[config.mk]
export PLATFORM = sky130hd
export DESIGN_NAME = user_access_table_check_flat
export DESIGN_NICKNAME = d
export VERILOG_FILES = /design/src/rtl/uatc_pkg.sv /design/src/rtl/uatc_req_if.sv /design/src/rtl/uatc_rsp_if.sv /design/src/rtl/uatc_table.sv /design/src/rtl/user_access_table_check.sv /design/src/flat_wrapper.sv
export SDC_FILE = /design/constraint.sdc
export NUM_CORES = 1
export LEC_CHECK = 0
export ABC_CLOCK_PERIOD_IN_PS = 13200
export BUFFER_PORTS_ARGS = -buffer_cell sky130_fd_sc_hd__buf_2
export CORE_ASPECT_RATIO = 0.5
export CORE_UTILIZATION = 45
export DETAILED_ROUTE_END_ITERATION = 12
export PLACE_DENSITY = 0.59
export SLEW_MARGIN = 30
export SYNTH_ARGS = -nofsm -noshare
export SYNTH_HDL_FRONTEND = slang
export SYNTH_HIERARCHICAL = 1
export SYNTH_SLANG_ARGS = --single-unit
[constraint.sdc]
create_clock -name clock -period 13.2 [get_ports clock]
set_clock_uncertainty 0.05 [all_clocks]
set_input_delay 2.64 -clock clock [delete_from_list [all_inputs] [get_ports clock]]
set_output_delay 2.64 -clock clock [all_outputs]
set_load 0.005 [all_outputs]
[src/rtl/uatc_pkg.sv]
package uatc_pkg;

   localparam int UID_W    = 32;
   localparam int FUNC_W   = 3;
   localparam int ACCESS_W = 2;
   localparam int STATUS_W = 2;
   localparam int CSR_IDX_W  = 3;
   localparam int CSR_DATA_W = 32;

   // operation codes carried in the func field
   typedef enum logic [FUNC_W-1:0] {
      FUNC_CHECK   = 3'd0,
      FUNC_ALLOW   = 3'd1,
      FUNC_DENY    = 3'd2,
      FUNC_SET_RO  = 3'd3,
      FUNC_SET_RW  = 3'd4,
      FUNC_REMOVE  = 3'd5
   } func_type;

   typedef enum logic [ACCESS_W-1:0] {
      ACC_DENIED = 2'd0,
      ACC_RO     = 2'd1,
      ACC_RW     = 2'd2
   } access_type;

   typedef enum logic [STATUS_W-1:0] {
      ST_DONE    = 2'd0,
      ST_OWNER   = 2'd1,
      ST_FULL    = 2'd2,
      ST_MISSING = 2'd3
   } status_type;

   // configuration register indexes
   localparam logic [CSR_IDX_W-1:0] CSR_ACL_ENABLED       = 3'd0;
   localparam logic [CSR_IDX_W-1:0] CSR_OWNER_UID         = 3'd1;
   localparam logic [CSR_IDX_W-1:0] CSR_PRIVATE_MODE      = 3'd2;
   localparam logic [CSR_IDX_W-1:0] CSR_LOCKED            = 3'd3;
   localparam logic [CSR_IDX_W-1:0] CSR_PASSCODE_REQUIRED = 3'd4;

   // table update commands; the insert kinds find or create the entry
   typedef enum logic [2:0] {
      UPD_NONE       = 3'd0,
      UPD_CLR_DENIED = 3'd1,
      UPD_SET_DENIED = 3'd2,
      UPD_SET_RO     = 3'd3,
      UPD_CLR_RO     = 3'd4,
      UPD_REMOVE     = 3'd5
   } upd_op_type;

   typedef struct packed {
      logic       valid;
      upd_op_type op;
   } update_type;

   typedef struct packed {
      logic hit;
      logic denied;
      logic readonly;
      logic full;
   } lookup_type;

endpackage

[src/rtl/uatc_req_if.sv]
interface uatc_req_if;
   logic                          valid;
   logic                          ready;
   logic [uatc_pkg::FUNC_W-1:0]   func;
   logic [uatc_pkg::UID_W-1:0]    uid;

   modport source (output valid, func, uid, input ready);
   modport sink   (input valid, func, uid, output ready);
endinterface

[src/rtl/uatc_rsp_if.sv]
interface uatc_rsp_if;
   logic                            valid;
   logic                            ready;
   logic [uatc_pkg::ACCESS_W-1:0]   access;
   logic                            needs_passcode;
   logic [uatc_pkg::STATUS_W-1:0]   status;

   modport source (output valid, access, needs_passcode, status, input ready);
   modport sink   (input valid, access, needs_passcode, status, output ready);
endinterface

[src/rtl/uatc_table.sv]
module uatc_table #(
   parameter int TABLE_ENTRIES = 16
) (
   input  logic                         clock,
   input  logic                         reset,
   input  logic [uatc_pkg::UID_W-1:0]   key,
   input  uatc_pkg::update_type         upd,
   output uatc_pkg::lookup_type         look
);

   logic [TABLE_ENTRIES-1:0]      valid_ff;
   logic [TABLE_ENTRIES-1:0]      valid_in;
   logic [uatc_pkg::UID_W-1:0]    uid_ff [TABLE_ENTRIES];
   logic [TABLE_ENTRIES-1:0]      denied_ff;
   logic [TABLE_ENTRIES-1:0]      denied_in;
   logic [TABLE_ENTRIES-1:0]      ro_ff;
   logic [TABLE_ENTRIES-1:0]      ro_in;
   logic [TABLE_ENTRIES-1:0]      hit_vec;
   logic [TABLE_ENTRIES-1:0]      free_vec;
   logic [TABLE_ENTRIES-1:0]      free_first;
   logic [TABLE_ENTRIES-1:0]      tgt_vec;
   logic [TABLE_ENTRIES-1:0]      new_vec;
   logic                          is_insert;

   // parallel match, one comparator per entry
   always_comb begin
      for (int i = 0; i < TABLE_ENTRIES; i++) begin
         hit_vec[i] = valid_ff[i] && (uid_ff[i] == key);
      end
   end

   // lowest free slot: isolate lowest set bit
   assign free_vec   = ~valid_ff;
   assign free_first = free_vec & (~free_vec + {{(TABLE_ENTRIES-1){1'b0}}, 1'b1});

   assign look.hit      = |hit_vec;
   assign look.denied   = |(hit_vec & denied_ff);
   assign look.readonly = |(hit_vec & ro_ff);
   assign look.full     = &valid_ff;

   assign is_insert = (upd.op == uatc_pkg::UPD_CLR_DENIED) ||
                      (upd.op == uatc_pkg::UPD_SET_DENIED) ||
                      (upd.op == uatc_pkg::UPD_SET_RO);

   assign tgt_vec = (is_insert && !look.hit) ? free_first : hit_vec;
   assign new_vec = (is_insert && !look.hit) ? free_first : '0;

   always_comb begin
      valid_in  = valid_ff;
      denied_in = denied_ff;
      ro_in     = ro_ff;
      if (upd.valid) begin
         for (int i = 0; i < TABLE_ENTRIES; i++) begin
            if (new_vec[i]) begin
               valid_in[i]  = 1'b1;
               denied_in[i] = 1'b0;
               ro_in[i]     = 1'b0;
            end
            if (tgt_vec[i]) begin
               case (upd.op)
                  uatc_pkg::UPD_CLR_DENIED: denied_in[i] = 1'b0;
                  uatc_pkg::UPD_SET_DENIED: denied_in[i] = 1'b1;
                  uatc_pkg::UPD_SET_RO:     ro_in[i]     = 1'b1;
                  uatc_pkg::UPD_CLR_RO:     ro_in[i]     = 1'b0;
                  uatc_pkg::UPD_REMOVE:     valid_in[i]  = 1'b0;
                  default: ;
               endcase
            end
         end
      end
   end

   always_ff @(posedge clock) begin
      if (reset) begin
         valid_ff <= '0;
      end else begin
         valid_ff <= valid_in;
      end
   end

   always_ff @(posedge clock) begin
      denied_ff <= denied_in;
      ro_ff     <= ro_in;
      for (int i = 0; i < TABLE_ENTRIES; i++) begin
         if (upd.valid && new_vec[i]) begin
            uid_ff[i] <= key;
         end
      end
   end

   // a uid is never held twice, so at most one entry matches
   a_single_hit: assert property (@(posedge clock) disable iff (reset)
      $onehot0(hit_vec))
      else $error("more than one entry matches the key");

   a_full_no_insert: assert property (@(posedge clock) disable iff (reset)
      upd.valid && is_insert && !look.hit && look.full |=> $stable(valid_ff))
      else $error("insert into a full table changed the valid bits");

endmodule

[src/rtl/user_access_table_check.sv]
// User access table check.
//
// req_ch carries one item per handshake: an operation code (func) and a user
// id. rsp_ch returns exactly one item per request item, in order: access,
// needs_passcode and status. Both channels use valid/ready; an item moves at
// a rising edge with valid and ready high.
// The csr_ port writes the five configuration registers (enable, owner uid,
// private, locked, passcode required); write only while the block is idle.
//
// Throughput: one item per cycle while the receiver does not stall. An accepted
// item sits in the input register, where a parallel match over all table
// entries finds its entry and the lowest free slot; the table update and the
// result register are loaded at the same edge, so the next item sees the new
// table. The item's result then goes to rsp_ch from the result register.
// If the receiver stalls, the result register holds and the input register
// fills; req_ch.ready then drops until the result is taken.
// Reset (synchronous, active high) clears all table valid bits, the configuration
// and the valid bits of both pipeline registers; no clearing pass is needed.
module user_access_table_check #(
   parameter int TABLE_ENTRIES = 16
) (
   input  logic                               clock,
   input  logic                               reset,
   uatc_req_if.sink                           req_ch,
   uatc_rsp_if.source                         rsp_ch,
   input  logic                               csr_we,
   input  logic [uatc_pkg::CSR_IDX_W-1:0]     csr_index,
   input  logic [uatc_pkg::CSR_DATA_W-1:0]    csr_wdata
);

   // configuration
   logic                          acl_enabled_ff;
   logic [uatc_pkg::UID_W-1:0]    owner_uid_ff;
   logic                          private_mode_ff;
   logic                          locked_ff;
   logic                          passcode_required_ff;

   // input register
   logic                          s1_valid_ff;
   logic                          s1_valid_in;
   logic [uatc_pkg::FUNC_W-1:0]   s1_func_ff;
   logic [uatc_pkg::UID_W-1:0]    s1_uid_ff;
   logic                          s1_advance;
   logic                          req_take;

   // result register
   logic                          rsp_valid_ff;
   logic                          rsp_valid_in;
   uatc_pkg::access_type          rsp_access_ff;
   uatc_pkg::access_type          rsp_access_in;
   logic                          rsp_needs_ff;
   logic                          rsp_needs_in;
   uatc_pkg::status_type          rsp_status_ff;
   uatc_pkg::status_type          rsp_status_in;

   uatc_pkg::lookup_type          look;
   uatc_pkg::update_type          upd;
   uatc_pkg::upd_op_type          upd_op;
   logic                          is_owner;
   logic                          is_root;

   // ---------------------------------------------------------------- csr
   always_ff @(posedge clock) begin
      if (reset) begin
         acl_enabled_ff       <= 1'b0;
         owner_uid_ff         <= '0;
         private_mode_ff      <= 1'b0;
         locked_ff            <= 1'b0;
         passcode_required_ff <= 1'b0;
      end else if (csr_we) begin
         case (csr_index)
            uatc_pkg::CSR_ACL_ENABLED:       acl_enabled_ff       <= csr_wdata[0];
            uatc_pkg::CSR_OWNER_UID:         owner_uid_ff         <= csr_wdata;
            uatc_pkg::CSR_PRIVATE_MODE:      private_mode_ff      <= csr_wdata[0];
            uatc_pkg::CSR_LOCKED:            locked_ff            <= csr_wdata[0];
            uatc_pkg::CSR_PASSCODE_REQUIRED: passcode_required_ff <= csr_wdata[0];
            default: ;
         endcase
      end
   end

   // ---------------------------------------------------------- handshake
   assign s1_advance   = s1_valid_ff && (!rsp_valid_ff || rsp_ch.ready);
   assign req_ch.ready = !s1_valid_ff || s1_advance;
   assign req_take     = req_ch.valid && req_ch.ready;
   assign s1_valid_in  = req_take ? 1'b1 : (s1_advance ? 1'b0 : s1_valid_ff);
   assign rsp_valid_in = s1_advance ? 1'b1 : (rsp_ch.ready ? 1'b0 : rsp_valid_ff);

   always_ff @(posedge clock) begin
      if (reset) begin
         s1_valid_ff  <= 1'b0;
         rsp_valid_ff <= 1'b0;
      end else begin
         s1_valid_ff  <= s1_valid_in;
         rsp_valid_ff <= rsp_valid_in;
      end
   end

   always_ff @(posedge clock) begin
      if (req_take) begin
         s1_func_ff <= req_ch.func;
         s1_uid_ff  <= req_ch.uid;
      end
   end

   // -------------------------------------------------------------- table
   uatc_table #(
      .TABLE_ENTRIES (TABLE_ENTRIES)
   ) u_table (
      .clock (clock),
      .reset (reset),
      .key   (s1_uid_ff),
      .upd   (upd),
      .look  (look)
   );

   assign is_owner = (s1_uid_ff == owner_uid_ff);
   assign is_root  = (s1_uid_ff == '0);

   // decision logic: result fields and the table command for the held item
   always_comb begin
      rsp_access_in = uatc_pkg::ACC_DENIED;
      rsp_needs_in  = 1'b0;
      rsp_status_in = uatc_pkg::ST_DONE;
      upd_op        = uatc_pkg::UPD_NONE;
      if (s1_func_ff == uatc_pkg::FUNC_CHECK) begin
         if (!acl_enabled_ff) begin
            rsp_access_in = uatc_pkg::ACC_RW;
         end else begin
            // locked beats everything; owner and root beat private and entries
            if (locked_ff) begin
               rsp_access_in = uatc_pkg::ACC_DENIED;
            end else if (is_owner || is_root) begin
               rsp_access_in = uatc_pkg::ACC_RW;
            end else if (private_mode_ff) begin
               rsp_access_in = uatc_pkg::ACC_DENIED;
            end else if (look.hit && look.denied) begin
               rsp_access_in = uatc_pkg::ACC_DENIED;
            end else if (look.hit && look.readonly) begin
               rsp_access_in = uatc_pkg::ACC_RO;
            end else begin
               rsp_access_in = uatc_pkg::ACC_RW;
            end
            rsp_needs_in = passcode_required_ff && !is_owner && !is_root;
         end
      end else if (acl_enabled_ff) begin
         case (s1_func_ff)
            uatc_pkg::FUNC_ALLOW: begin
               if (!look.hit && look.full) rsp_status_in = uatc_pkg::ST_FULL;
               else                        upd_op        = uatc_pkg::UPD_CLR_DENIED;
            end
            uatc_pkg::FUNC_DENY: begin
               if (is_owner)                    rsp_status_in = uatc_pkg::ST_OWNER;
               else if (!look.hit && look.full) rsp_status_in = uatc_pkg::ST_FULL;
               else                             upd_op        = uatc_pkg::UPD_SET_DENIED;
            end
            uatc_pkg::FUNC_SET_RO: begin
               if (!look.hit && look.full) rsp_status_in = uatc_pkg::ST_FULL;
               else                        upd_op        = uatc_pkg::UPD_SET_RO;
            end
            uatc_pkg::FUNC_SET_RW: begin
               if (!look.hit) rsp_status_in = uatc_pkg::ST_MISSING;
               else           upd_op        = uatc_pkg::UPD_CLR_RO;
            end
            uatc_pkg::FUNC_REMOVE: begin
               if (is_owner)       rsp_status_in = uatc_pkg::ST_OWNER;
               else if (!look.hit) rsp_status_in = uatc_pkg::ST_MISSING;
               else                upd_op        = uatc_pkg::UPD_REMOVE;
            end
            default: ; // unknown codes: no change, all fields zero
         endcase
      end
   end

   // table changes only when the item moves into the result register
   assign upd.valid = s1_advance;
   assign upd.op    = upd_op;

   always_ff @(posedge clock) begin
      if (s1_advance) begin
         rsp_access_ff <= rsp_access_in;
         rsp_needs_ff  <= rsp_needs_in;
         rsp_status_ff <= rsp_status_in;
      end
   end

   assign rsp_ch.valid          = rsp_valid_ff;
   assign rsp_ch.access         = rsp_access_ff;
   assign rsp_ch.needs_passcode = rsp_needs_ff;
   assign rsp_ch.status         = rsp_status_ff;

   // -------------------------------------------------------- assertions
   a_advance_fills_rsp: assert property (@(posedge clock) disable iff (reset)
      s1_advance |=> rsp_valid_ff)
      else $error("item left the input register but no result is held");

   a_disabled_done: assert property (@(posedge clock) disable iff (reset)
      s1_advance && !acl_enabled_ff |=> rsp_status_ff == uatc_pkg::ST_DONE)
      else $error("status other than done with the table disabled");

   a_locked_denies: assert property (@(posedge clock) disable iff (reset)
      s1_advance && acl_enabled_ff && locked_ff &&
      s1_func_ff == uatc_pkg::FUNC_CHECK |=> rsp_access_ff == uatc_pkg::ACC_DENIED)
      else $error("check passed while locked");

   a_no_upd_unless_moving: assert property (@(posedge clock) disable iff (reset)
      upd.valid |-> s1_valid_ff)
      else $error("table command without a held item");

endmodule
[src/flat_wrapper.sv]
// flat-port wrapper written by rule: the top's interface ports become plain ports
module user_access_table_check_flat 
#(
   parameter int TABLE_ENTRIES = 16
)
  (clock, reset, csr_we, csr_index, csr_wdata, req_ch_valid, req_ch_func, req_ch_uid, req_ch_ready, rsp_ch_valid, rsp_ch_access, rsp_ch_needs_passcode, rsp_ch_status, rsp_ch_ready);
  uatc_req_if req_ch_i ();
  uatc_rsp_if rsp_ch_i ();
  input  logic clock;
  input  logic reset;
  input  logic csr_we;
  input  logic [uatc_pkg::CSR_IDX_W-1:0] csr_index;
  input  logic [uatc_pkg::CSR_DATA_W-1:0] csr_wdata;
  input wire logic [$bits(req_ch_i.valid)-1:0] req_ch_valid;
  input wire logic [$bits(req_ch_i.func)-1:0] req_ch_func;
  input wire logic [$bits(req_ch_i.uid)-1:0] req_ch_uid;
  output wire logic [$bits(req_ch_i.ready)-1:0] req_ch_ready;
  output wire logic [$bits(rsp_ch_i.valid)-1:0] rsp_ch_valid;
  output wire logic [$bits(rsp_ch_i.access)-1:0] rsp_ch_access;
  output wire logic [$bits(rsp_ch_i.needs_passcode)-1:0] rsp_ch_needs_passcode;
  output wire logic [$bits(rsp_ch_i.status)-1:0] rsp_ch_status;
  input wire logic [$bits(rsp_ch_i.ready)-1:0] rsp_ch_ready;
  assign req_ch_i.valid = req_ch_valid;
  assign req_ch_i.func = req_ch_func;
  assign req_ch_i.uid = req_ch_uid;
  assign req_ch_ready = req_ch_i.ready;
  assign rsp_ch_valid = rsp_ch_i.valid;
  assign rsp_ch_access = rsp_ch_i.access;
  assign rsp_ch_needs_passcode = rsp_ch_i.needs_passcode;
  assign rsp_ch_status = rsp_ch_i.status;
  assign rsp_ch_i.ready = rsp_ch_ready;
  user_access_table_check #(.TABLE_ENTRIES(TABLE_ENTRIES)) u_core (.clock(clock), .reset(reset), .req_ch(req_ch_i), .rsp_ch(rsp_ch_i), .csr_we(csr_we), .csr_index(csr_index), .csr_wdata(csr_wdata));
endmodule
==> parameters.txt <==
Parameter                              Value

Logic synthesis
  Total standard cell area after synthesis    0.0294 mm²
  Main area contributors after synthesis    sky130_fd_sc_hd__edfxtp_1, sky130_fd_sc_hd__xor2_1, sky130_fd_sc_hd__xnor2_1, sky130_fd_sc_hd__dfxtp_1, sky130_fd_sc_hd__nor4_1
  Register area share after synthesis    63.3%
  Dominant cell type by area after synthesis    sky130_fd_sc_hd__edfxtp_1
  Count of state elements after synthesis    638
  Post-synthesis instance total    between 2k and 2.5k
  Cell variety after synth    around 70
  Post-synth top area share    between 50% and 60%
  Number of warnings printed during yosys synthesis    6
  Leading register cell type out of synthesis    sky130_fd_sc_hd__edfxtp_1
  Post-synthesis net count    2247
  EDFF count, synth    584
  Synthesized area per cell    ~14 µm²
  Share of async-settable or async-resettable flops after synthesis    0%

Global route
  Congestion Overflow GR    0
  Global-route wire length before repair    about 120000 µm
  Overall routing resource usage    24.5%
  Vias in the first global route    18.1k
  Antenna violations before repair    2
  Largest net degree at the start of global routing    55

Setup path
  Highest net fanout along the worst path    32
  Slowest-stage cell, CP    sky130_fd_sc_hd__edfxtp_1
  Setup crit start kind    flip-flop
  Longest individual stage delay on the worst path    about 900 ps
  CP Capture Type    flip-flop
  Category of the critical setup timing path    flip-flop to flip-flop
  CP bufs+invs    3
  Critical path's top delay family    simple AND/OR/NAND/NOR gates
  Critical path, cell by cell    buf_4 -> xnor2_1 -> nand2_1 -> or3b_2 -> nor4_1 -> nand4_1 -> nor4_1 -> buf_4 -> nor4_1 -> and3_1 -> nand2_1 -> o2111ai_1 -> a211oi_1 -> nor2_1 -> or2_2 -> nor3_2 -> nand2_1 -> nor2_2 -> buf_4
  Critical Path AT    ~7600 ps
  Required @ worst endpoint    13420 ps

Placed design
  Final HPWL DP    50500 µm
  Number of placed instances, taps included    3104
  Post-placement setup slack    5980 ps
  Number of buffer cells added on primary ports    81
  Routability congestion estimate    0.941

Pwr
  Final total power    4300 µW
  Largest vdd supply drop    102 µV
  PD cells    between 100 and 150 mW/mm²
  Leakage Power    0.0105 µW

Job
  Count of max-cap constraint violations    0

Clock network
  Library cell used as clock root buffer    sky130_fd_sc_hd__clkbuf_16
  Clock tree from TritonCTS    done
  Number of gates resized after cts    0
  Buffers inserted by post-CTS timing repair    0
  Clock latency at the later pin of the worst-skew pair    630 ps
  Number of buffers inserted during clock tree synthesis    just under 60
  Count of hold buffers inserted by post-cts repair    0
  Clock transition at path regs    70 ps
  TritonCTS Sinks    638
  H-tree levels    2
  Maximum clock insertion buffer count    3

Timing
  Number of max-slew violations in the final report    0
  Final Cycle Share    56.0%
  Total count of hold-check failures in the final report    0
  Number of failing setup endpoints in the final timing report    0
  Smallest setup slack after layout    5810 ps
  Fmax    135 MHz
  Rel. slew slack    37.9%
  Setup repair after global routing missed its margin    false
  Transition time at the pin with the least slew margin    ~920 ps
  Minimum clock period    7390 ps
  Fin Setup TNS    0 ps

Die
  Core area    0.0638 mm²
  Die Y    183 µm
  Number of I/O pins    82
  Starting utilization of the core area    46.1%
  Die boundary width    363 µm
  Standard-cell row count    65
  Floorplan die area    0.0664 mm²

Drt
  Overall via count from detail_route    19.0k
  Number of DRC markers in iteration 0    2254
  Wire length reported by the detailed router    81400 µm
  Pre-antenna DRT Iters    7
  Post-route ant nets    0
  Post-DR vias/cell    a little under 6
  Residual DRC    0
  Average detailed-routed wire length per instance    25.3 µm

Finish
  Number of antenna diodes    0
  Highest-count cells in the layout ignoring fill and taps    sky130_fd_sc_hd__edfxtp_1, sky130_fd_sc_hd__xor2_1, sky130_fd_sc_hd__xnor2_1, sky130_fd_sc_hd__nor4_1, sky130_fd_sc_hd__nand2_1
  Most frequent standard cell in the layout excluding fill and tap cells    sky130_fd_sc_hd__edfxtp_1
  Synth-to-layout area growth    11.7%
  Fin cells    approximately 3.2k
  Fraction of final layout cells sized beyond drive strength 1    between 10% and 20%
  Final Net Count    2370

Outcome
  Result of the run    finished clean

Worst hold path
  Class of the worst hold path    flip-flop to flip-flop
sequential cells by signal, indices dropped and copies added, names as in the netlist:
register / count
u_core/rsp_ch.access: 2
u_core/locked_ff: 1
u_core/u_table/ro_ff: 16
u_core/s1_valid_ff: 1
u_core/u_table/valid_ff: 16
u_core/rsp_ch.status: 2
u_core/owner_uid_ff: 32
u_core/u_table/uid_ff: 512
u_core/private_mode_ff: 1
u_core/u_table/denied_ff: 16
u_core/acl_enabled_ff: 1
u_core/rsp_ch.valid: 1
u_core/s1_func_ff: 3
u_core/s1_uid_ff: 32
u_core/rsp_ch.needs_passcode: 1
u_core/passcode_required_ff: 1
cells by family (layout without fill, tap and decap cells):
logic type | after synthesis | in the layout | synth area share, %
flip-flops | 638 | 638 | 63.3
multiplexers | 4 | 4 | 0.140
XOR/XNOR | 544 | 544 | 16.2
adder cells (fa/ha/maj) | 1 | 1 | 0.0426
buffers and inverters | 126 | 300 | 3.02
AND/OR/NAND/NOR | 668 | 668 | 12.8
AO/OA/AOI/OAI | 190 | 190 | 4.38
power breakdown:
part	internal, µW	total, µW	switching [µW]	leakage [µW]
Clock	1030	1810	777	0.00101
Combinational	77.5	267	190	0.00382
Sequential	2210	2220	8.76	0.00563
layout make-up:
class                      instances  area [µm²]
multi-input combinational       1407        9960
inverter                          32         120
timing repair buffer             156         968
sequential                       638       18600
fill                            5525       30900
clock buffer                      87        1810
tap                              871        1090
clock inverter                    25         253
through the flow:
| stage | area (µm²) | utilization (%) | hold WS, ps |
|---|---|---|---|
| 3_3_place_gp | 30700 | 48.2 | 406 |
| 6_report | 32800 | 51.5 | 419 |
| 2_1_floorplan | 29400 | - | 399 |
| 3_5_place_dp | 30800 | 48.2 | 412 |
| 4_1_cts | 32800 | 51.5 | 420 |
| 5_1_grt | 32800 | 51.5 | 436 |
cell usage after synthesis (27+ instances only):
library cell	number
sky130_fd_sc_hd__xor2_1	334
sky130_fd_sc_hd__edfxtp_1	584
sky130_fd_sc_hd__inv_1	32
sky130_fd_sc_hd__buf_4	33
sky130_fd_sc_hd__nand3_1	36
sky130_fd_sc_hd__dfxtp_1	54
sky130_fd_sc_hd__nand4_1	102
sky130_fd_sc_hd__nand2_1	142
sky130_fd_sc_hd__nor3_1	41
sky130_fd_sc_hd__nor2_1	62
sky130_fd_sc_hd__nor4_1	165
sky130_fd_sc_hd__buf_6	27
sky130_fd_sc_hd__a21oi_1	58
sky130_fd_sc_hd__xnor2_1	209
worst paths after layout:
| check | startpoint | slack [ps] | end | cells after the start |
|---|---|---|---|---|
| min reg2reg | u_core/owner_uid_ff[6] | 420 | u_core/owner_uid_ff[6] | 2 |
| max reg2reg | u_core/s1_uid_ff[23] | 5810 | u_core/u_table/uid_ff[0][244] | 19 |
| min | u_core/owner_uid_ff[6] | 420 | u_core/owner_uid_ff[6] | 2 |
| max | u_core/s1_uid_ff[23] | 5810 | u_core/u_table/uid_ff[0][244] | 19 |
metal layers:
| metal | vias up | global-route usage (%) | share of wire (%) |
|---|---|---|---|
| li1 | 8390 | - | - |
| met4 | 2 | 5.57 | 2.1 |
| met3 | 113 | 3.22 | 7.6 |
| met2 | 856 | 36.5 | 43 |
| met1 | 9594 | 37.8 | 47 |
| met5 | - | 0 | 0.016 |
worst min-delay path, delay by kind of cell, from the launching register on:
family | cells | cell delay, ps
compound gates | 1 | 50
flops | 1 | 320
simple gates | 1 | 50
Power figures use the tool's default switching activity.
